`src/rgs_pkg.sv`:
```
`timescale 1ns / 1ps
// ----------------------------------------------------------------------------
// rgs_pkg
// shared types and register addresses of the roi gradient sharpness unit
// ----------------------------------------------------------------------------
package rgs_pkg;

  localparam int unsigned DivStages = 49;

  typedef enum logic [2:0] {
    RegWidth  = 3'd0,
    RegHeight = 3'd1,
    RegShrink = 3'd2,
    RegGap    = 3'd3,
    RegStep   = 3'd4,
    RegThresh = 3'd5
  } reg_addr_e;

  typedef enum logic [2:0] {
    SIdle,
    SLatch,
    SSearch,
    SRead,
    SUpd
  } smp_e;

  typedef struct packed {
    logic        start;
    logic [32:0] grad;
    logic [31:0] bright;
  } div_req_t;

endpackage

```
`src/rgs_divider.sv`:
```
`timescale 1ns / 1ps
// ----------------------------------------------------------------------------
// rgs_divider
// restoring divider, one quotient bit per cycle, 16.16 saturating result
// ----------------------------------------------------------------------------
module rgs_divider (
  input  logic              clk_i,
  input  logic              rst_ni,
  input  rgs_pkg::div_req_t req_i,
  output logic              busy_o,
  output logic              done_o,
  output logic [32:0]       grad_o,
  output logic [31:0]       bright_o,
  output logic [31:0]       quot_o
);
  import rgs_pkg::*;

  logic [5:0]  cnt_q, cnt_d;
  logic        busy_q, busy_d;
  logic        done_q, done_d;
  logic [48:0] num_q, num_d;
  logic [32:0] rem_q, rem_d;
  logic [48:0] quo_q, quo_d;
  logic [32:0] grad_q;
  logic [31:0] bright_q;
  logic [33:0] trial;

  assign trial = {rem_q, num_q[48]} - {2'b00, bright_q};

  always_comb begin
    cnt_d  = cnt_q;
    busy_d = busy_q;
    done_d = 1'b0;
    num_d  = num_q;
    rem_d  = rem_q;
    quo_d  = quo_q;
    if (req_i.start) begin
      busy_d = 1'b1;
      cnt_d  = 6'(DivStages);
      num_d  = {req_i.grad, 16'h0};
      rem_d  = '0;
      quo_d  = '0;
    end else if (busy_q) begin
      num_d = {num_q[47:0], 1'b0};
      if (!trial[33]) begin
        rem_d = trial[32:0];
        quo_d = {quo_q[47:0], 1'b1};
      end else begin
        rem_d = {rem_q[31:0], num_q[48]};
        quo_d = {quo_q[47:0], 1'b0};
      end
      cnt_d = cnt_q - 6'd1;
      if (cnt_q == 6'd1) begin
        busy_d = 1'b0;
        done_d = 1'b1;
      end
    end
  end

  always_ff @(posedge clk_i or negedge rst_ni) begin
    if (!rst_ni) begin
      cnt_q  <= '0;
      busy_q <= 1'b0;
      done_q <= 1'b0;
    end else begin
      cnt_q  <= cnt_d;
      busy_q <= busy_d;
      done_q <= done_d;
    end
  end

  always_ff @(posedge clk_i) begin
    num_q <= num_d;
    rem_q <= rem_d;
    quo_q <= quo_d;
    if (req_i.start) begin
      grad_q   <= req_i.grad;
      bright_q <= req_i.bright;
    end
  end

  assign busy_o   = busy_q;
  assign done_o   = done_q;
  assign grad_o   = grad_q;
  assign bright_o = bright_q;
  assign quot_o   = (bright_q == '0) ? '0 :
                    (quo_q[48:32] != '0) ? 32'hFFFF_FFFF : quo_q[31:0];
endmodule

```
`config.mk`:
```
export PLATFORM = sky130hd
export DESIGN_NAME = rgs_divider
export DESIGN_NICKNAME = d
export VERILOG_FILES = /design/src/rgs_pkg.sv /design/src/rgs_divider.sv
export SDC_FILE = /design/constraint.sdc
export NUM_CORES = 1
export LEC_CHECK = 0
export BUFFER_PORTS_ARGS = -buffer_cell sky130_fd_sc_hd__buf_2
export CAP_MARGIN = 20
export CORE_MARGIN = 5
export CORE_UTILIZATION = 40
export CTS_BUF_LIST = sky130_fd_sc_hd__clkbuf_2
export DETAILED_ROUTE_END_ITERATION = 12
export GPL_TIMING_DRIVEN = 0
export SLEW_MARGIN = 20
export SYNTH_ARGS = -nofsm -noshare
export SYNTH_HDL_FRONTEND = slang
export SYNTH_SLANG_ARGS = --single-unit
```
`constraint.sdc`:
```
create_clock -name clk_i -period 7.5 [get_ports clk_i]
set_clock_uncertainty 0.15 [all_clocks]
set_input_delay 0.75 -clock clk_i [delete_from_list [all_inputs] [get_ports clk_i]]
set_output_delay 0.75 -clock clk_i [all_outputs]
set_load 0.03 [all_outputs]
```
==> PnR_summary.wiki, run 1 <==
{| class="wikitable"
! Metric !! Value
|-
| Clk sink count || 188
|-
| FP Rows || 55
|-
| Pin count of the biggest net entering global routing || 56
|-
| Layout fillers || 2068
|-
| Max_cap viols || 0
|-
| Root buffer selected by CTS || clkbuf_2
|-
| Count of final hold-check violations || 0
|-
| Via count || 6960
|-
| Pins Over Slew Limit || 0
|-
| Avg Inst Size Synth || 11.0 um^2
|-
| Max Clk Rate || 0.247 GHz
|-
| CTS Buf Count || 17
|-
| Number of distinct standard cells referenced by the synthesized netlist || 56
|-
| Clock tree from TritonCTS || yes
|-
| Pre-CTS setup slack || 4.13 ns
|-
| Leakage power of the design || 5.12 nW
|-
| GR Overflow Total || 0
|-
| DRC viols || 0
|-
| Die area || approximately 0.026 mm^2
|-
| Flip-flop and latch count after synthesis || 188
|-
| All-layer global routing usage || 0.172
|-
| Final Worst Setup Slack || 3.45 ns
|-
| Net count reported at finish || roughly 1200
|-
| Routed Antenna Nets || 0
|-
| CP max FO || 10
|-
| Most repeated cell in the gate-level netlist after synthesis || edfxtp_1
|-
| Drt first pass iters || 4
|-
| Dominant register cell in the synthesized netlist || edfxtp_1
|-
| Crit share post-route || 0.540
|-
| Post-detailed-route via-to-cell ratio || between 5 and 6
|-
| Dominant cells by area after synthesis || edfxtp_1, dfxtp_1, mux2i_1, ha_1, mux2_2
|-
| Cell taking the most area after synthesis || edfxtp_1
|-
| Switching Share || 0.386
|-
| Shortest period the worst path allows || 4.05 ns
|-
| Worst Hold Margin || approximately 0.23 ns
|-
| Global-route wire length before repair || 36.3 mm
|-
| Post-synthesis instance total || 829
|-
| Total wire length || 22.3 mm
|-
| Setup CP Type || reg2out
|-
| Netlist Area Pre-Place || 0.00909 mm^2
|-
| Sequential group share of total power || 0.440
|-
| Run status || finished clean
|-
| Final-layout setup total negative slack || 0 ns
|-
| Initial Util || 0.404
|-
| HPWL after DPL || 15.9 mm
|-
| Unrepaired setup endpoints after global routing || false
|-
| Ratio of total power to cell area || 266 mW/mm^2
|-
| Internal Power || around 1.8 mW
|-
| Source-to-sink clock delay at the later pin of the worst-skew pair || 0.78 ns
|-
| Average routed wire per standard cell || about 16 um
|-
| Number of flops mapped to enable cells by yosys || 98
|-
| Clock Power Share || 0.180
|-
| Drt initial violations || 397
|-
| # resized after CTS || 0
|-
| Peak ir drop on the vdd network || 0.125 mV
|-
| Commonest cells post-synth || edfxtp_1, nor2_1, dfxtp_1
|-
| Part of the total power dissipated in combinational logic || 0.380
|-
| Number of buffers inserted by post-CTS setup repair || 0
|-
| Clock input transition at the sequential cells of the worst setup and hold paths || between 0.3 and 0.4 ns
|-
| Y dimension of the die || 161 um
|-
| Count of endpoints failing setup in the final report || 0
|-
| Number of primary I/O pins || between 150 and 200
|-
| Syn nets || just over 900
|-
| Level count of the clock H-tree || 4
|-
| Number of buffers added on ports || 166
|-
| Die X || 161 um
|-
| Share of final-layout standard cells stronger than drive strength 1 || 0.229
|-
| RD Place Congestion || 0.901
|-
| Post-synth ARST share || 0.0426
|-
| Net switching power || 1.15 mW
|-
| Placeable core region || 0.0225 mm^2
|-
| Kind of launch point of the worst setup path || register
|-
| Clk buf depth || 2
|-
| Worst max-slew margin expressed relative to the limit || 0.530
|-
| Number of global-route vias before repair || slightly above 7000
|-
| Sequential fraction of the synthesis area || 0.526
|-
| Area delta synth->final || 23.7%
|-
| Antenna violations before repair || 1
|-
| Class of the most critical hold timing path || in2async
|-
| Synthesis Warnings || 0
|-
| Type of destination of the critical path || output port
|-
| Measured slew at the worst slew-check pin || roughly 0.70 ns
|-
| Endpoint arrival time on the critical path || 3.15 ns
|-
| Crit path required time || 6.60 ns
|-
| Proportion of netlist area held by the largest area contributor || 0.324
|}
## sequential cells by signal (all words and copies together), names as in the netlist
register / count
done_o: 1
busy_o: 1
cnt_q: 6
num_q: 33
rem_q: 33
bright_o: 32
grad_o: 33
quo_q: 49
## cells in the final DEF (no fill, tap or decap), types with 32 or more instances in the layout
| cell | n |
|---|---|
| buf_2 | 168 |
| edfxtp_1 | 98 |
| nor2_1 | 96 |
| dfxtp_1 | 82 |
| mux2i_1 | 73 |
| dlygate4sd3_1 | 66 |
| nand2_1 | 46 |
| inv_1 | 44 |
| a21oi_1 | 36 |
| o21a_1 | 35 |
| ha_1 | 34 |
| mux2_2 | 32 |
## per-layer routing
metal	GRT usage	vias up	wire length, um	share of wire
li1	-	3488	-	-
met1	0.227	3302	10400	0.47
met2	0.293	157	10700	0.48
met3	0.0354	13	991	0.045
met4	0.0415	0	184	0.0083
met5	0	-	0	0
## cell families after synthesis
family | synth area share
and+or+nand+nor | 0.108
DFF | 0.526
xor gates and xnor gates | 0.0348
muxes | 0.120
adders and majority gates | 0.0490
buffers and inverters | 0.0405
AOI/OAI and AO/OA | 0.121
## worst max-delay path, cell delays in order, from the launching register on
cell and delay, ns:
edfxtp_1 0.56, nor4_1 0.46, nand4_1 0.23, or2_2 0.34
clkbuf_1 0.22, clkbuf_1 0.26, o21a_1 0.16, buf_2 0.17
## cell type report
| cell class | count | area (um^2) | share of cell area |
|---|---|---|---|
| multi-input combinational | 554 | 3940 | 0.350 |
| tap | 285 | 357 | 0.0317 |
| timing repair buffer | 233 | 1520 | 0.135 |
| sequential | 188 | 4780 | 0.426 |
| clock buffer | 17 | 85.1 | 0.00757 |
| buffer | 42 | 199 | 0.0177 |
| clock inverter | 15 | 185 | 0.0165 |
| antenna | 2 | 5.00 | 0.000445 |
| inverter | 45 | 169 | 0.0150 |
## through the flow
step | instances | util | cell area (um^2) | power (mW)
floorplan | 829 | - | 9090 | 2.17
global placement | 1280 | 0.457 | 10300 | 2.43
detailed placement | 1281 | 0.458 | 10300 | 2.43
CTS | 1379 | 0.499 | 11200 | 3.01
global route | 1380 | 0.500 | 11200 | 3.20
finish | 1381 | 0.500 | 11200 | 2.99
## worst paths after layout
| check | from | end | slack [ns] | cells after the start |
|---|---|---|---|---|
| max in group asynchronous | rst_ni | cnt_q[0] | 6.80 | 2 |
| worst min-delay path | rst_ni | cnt_q[5] | 0.23 | 2 |
| worst max-delay path | bright_o[2] | quot_o[12] | 3.45 | 7 |
| worst max register to register | bright_o[4] | rem_q[28] | 4.02 | 11 |
| worst min register to register | rem_q[27] | rem_q[27] | 0.35 | 2 |
| min in group clk_i | req_i[65] | bright_o[21] | 0.25 | 1 |
## power by group through the flow
stage               combinational (mW)  sequential (mW)  clock [mW]
finish                            1.14             1.32       0.540
global route                      1.26             1.33       0.604
CTS                               1.13             1.32       0.564
detailed placement                1.10             1.34           0
global placement                  1.09             1.34           0
floorplan                        0.807             1.36           0
## what timing repair did
action                     in CTS  in global routing
hold endpoints to repair       73                  0
hold buffers                   66                  0
setup endpoints to repair       0                  0
No activity file was read; power rests on OpenSTA's default activity.
==> run 2, diff against run 1 <==
==> constraint.sdc (replaced) <==
create_clock -name clk_i -period 3.9 [get_ports clk_i]
set_clock_uncertainty 0.15 [all_clocks]
set_input_delay 0.39 -clock clk_i [delete_from_list [all_inputs] [get_ports clk_i]]
set_output_delay 0.39 -clock clk_i [all_outputs]
set_load 0.03 [all_outputs]
==> run 2 against run 1 <==
Global-route usage is the same. Critical path type unchanged. Register-to-register slack worse by 3.6 ns. Largest power group unchanged. Sequential power is 92% higher. Sequential share of layout area decreased by 0.11 points.
==> PnR_summary.wiki, run 2 (same netlist as run 1, synthesis figures left out) <==
{| class="wikitable"
! Metric !! Value
|-
| Via count || 6981 (+0.30%)
|-
| Leading cell type in the layout, fill and taps excluded || buf_2
|-
| Start point of the critical path || bright_o[13]
|-
| Die area || 0.0258 mm^2 (unchanged)
|-
| Count of final hold-check violations || 0 (unchanged)
|-
| Max Clk Rate || 0.272 GHz
|-
| Source-to-sink clock delay at the later pin of the worst-skew pair || 0.77 ns (about the same)
|-
| Placeable core region || 0.0225 mm^2 (unchanged)
|-
| Flip-flop and latch area || 0.00478 mm^2 (unchanged)
|-
| Routing usage on met3 || 0.0354 (unchanged)
|-
| Run status || finished clean
|-
| Type of destination of the critical path || output port
|-
| CP max FO || 10 (unchanged)
|-
| Pin count of the biggest net entering global routing || 56 (unchanged)
|-
| Clk sink count || 188 (unchanged)
|-
| Layout fillers || 2063 (-0.24%)
|-
| Cell occurring most often along the worst timing path || clkbuf_1
|-
| Drt initial violations || 415 (+4.5%)
|-
| Max_cap viols || 0 (unchanged)
|-
| Average routed wire per standard cell || 16.1 um (about the same)
|-
| Flip-flop count of the largest register after layout || 49 (unchanged)
|-
| Post-route cell area || 0.0113 mm^2 (+0.27%)
|-
| GR Util met2 || 0.293 (about the same)
|-
| Post-detailed-route via-to-cell ratio || 5.05 (+0.23%)
|-
| Die X || 161 um (unchanged)
|-
| Class of the most critical hold timing path || in2reg
|-
| Measured slew at the worst slew-check pin || 0.708 ns (+0.0113 ns)
|-
| Clock tree from TritonCTS || yes
|-
| Area delta synth->final || 24.0%
|-
| Area of the multi-input gates || 0.00395 mm^2 (+0.32%)
|-
| Tot Pwr || 5.76 mW (+92%)
|-
| GR Overflow Total || 0 (unchanged)
|-
| Worst max-slew margin expressed relative to the limit || 0.522 (-0.00766)
|-
| FP Rows || 55 (unchanged)
|-
| Count of endpoints failing setup in the final report || 0 (unchanged)
|-
| Crit share post-route || 0.944
|-
| Top reg by flops || quo_q
|-
| Number of global-route vias before repair || 7256 (+0.12%)
|-
| Shortest period the worst path allows || 3.68 ns
|-
| Min-Delay Startpoint || req_i[7]
|-
| Number of buffers added on ports || 166 (unchanged)
|-
| Startpoint of the lowest-slack register-to-register path || bright_o[4]
|-
| Routing layer with the top usage in global route || met2
|-
| Crit path required time || 3.36 ns (-3.24 ns)
|-
| Total wire length || 22.3 mm (about the same)
|-
| Ratio of total power to cell area || 511 mW/mm^2 (+92%)
|-
| Antenna violations before repair || 1 (unchanged)
|-
| Drt first pass iters || 4 (unchanged)
|-
| Root buffer selected by CTS || clkbuf_2
|-
| Global routing met1 resource utilization || 0.227 (about the same)
|-
| Global-route wire length before repair || 36.3 mm (unchanged)
|-
| Y dimension of the die || 161 um (unchanged)
|-
| Leakage power of the design || 5.13 nW (+0.18%)
|-
| Number of primary I/O pins || 167 (unchanged)
|-
| Clk buf depth || 2 (unchanged)
|-
| Share of final-layout standard cells stronger than drive strength 1 || 0.231 (+0.00141)
|-
| HPWL after DPL || 15.9 mm (unchanged)
|-
| RD Place Congestion || 0.901 (unchanged)
|-
| All-layer global routing usage || 0.172 (unchanged)
|-
| Peak ir drop on the vdd network || 0.240 mV (+92%)
|-
| Dpl cell area || 0.0103 mm^2 (unchanged)
|-
| Endpoint arrival time on the critical path || 3.14 ns (about the same)
|-
| Unrepaired setup endpoints after global routing || false
|-
| CP Cell Sequence || nor4_1 -> nand4_1 -> or2_2 -> clkbuf_1 -> clkbuf_1 -> o21a_1 -> buf_2
|-
| Level count of the clock H-tree || 4 (unchanged)
|-
| Clock input transition at the sequential cells of the worst setup and hold paths || 0.36 ns (+0.05 ns)
|-
| CTS Buf Count || 17 (unchanged)
|-
| Kind of launch point of the worst setup path || register
|-
| Net count reported at finish || 1186 (+0.17%)
|-
| Critical path's largest stage delay || 0.51 ns (-0.05 ns)
|-
| Most frequent cells in the layout || buf_2, edfxtp_1, nor2_1
|-
| Setup CP Type || reg2out
|-
| Initial Util || 0.404 (unchanged)
|-
| CP max-delay cell || edfxtp_1
|-
| DRC viols || 0 (unchanged)
|-
| Pins Over Slew Limit || 0 (unchanged)
|-
| Routed Antenna Nets || 0 (unchanged)
|}
-- run 2: cell types whose count changed in the layout (fill, tap and decap cells not counted), sizes merged --
cell | previous run | this run
dlygate4sd3 | 66 | 68
diode | 2 | 1
-- run 2: worst paths after layout --
kind / end / slack [ns] / cells past startpoint
max: quot_o[12] / 0.22 / 7
min: bright_o[7] / 0.15 / 2
max reg2reg: rem_q[28] / 0.40 / 11
min reg2reg: rem_q[25] / 0.35 / 2
max in group asynchronous: cnt_q[0] / 2.86 / 3
min in group asynchronous: cnt_q[5] / 0.48 / 3
-- run 2: cell type report --
class                           instances  area share
Tap cell                              285      0.0316
Sequential cell                       188       0.424
Timing Repair Buffer                  235       0.137
Inverter                               45      0.0150
Clock buffer                           17     0.00755
Clock inverter                         15      0.0164
Multi-Input combinational cell        554       0.350
Buffer                                 42      0.0176
Antenna cell                            1    0.000222
-- run 2: through the flow --
step	utilization	hold WS [ns]	worst slack [ns]	instances	TNS [ns]
after detailed placement	0.458	0.0991	0.531	1281	0
final	0.501	0.146	0.217	1382	0
after global routing	0.501	0.0303	0.0160	1382	0
after global placement	0.457	0.0966	-0.162	1280	-5.27
after floorplan	-	-0.0556	0.859	829	0
after CTS	0.500	0.0390	0.0282	1381	0
-- run 2: repair_timing --
action | in CTS | in global routing
hold buffers | 68 | 0
hold endpoints to repair | 118 | 0
gates resized for setup | 0 | 2
setup endpoints to repair | 0 | 30
setup buffers | 0 | 0
-- run 2: power by group --
group	internal, mW	total, mW	leakage, nW	switching (mW)
clock	0.232	1.04	0.154	0.805
sequential	2.34	2.53	1.74	0.193
combinational	0.965	2.19	3.24	1.22
total	3.54	5.76	5.13	2.22
-- run 2: routing by layer --
layer  wire [um]  share of wire
met4         213         0.0096
met5           0              0
met2       10700           0.48
met3        1030          0.046
met1       10300           0.46
-- run 2: worst max-delay path, delay by kind of cell, from the launching register on --
kind / cells / cell delay, ns
buf+inv: 3 / 0.65
compound gates: 1 / 0.16
flops: 1 / 0.51
simple gates: 3 / 1.07
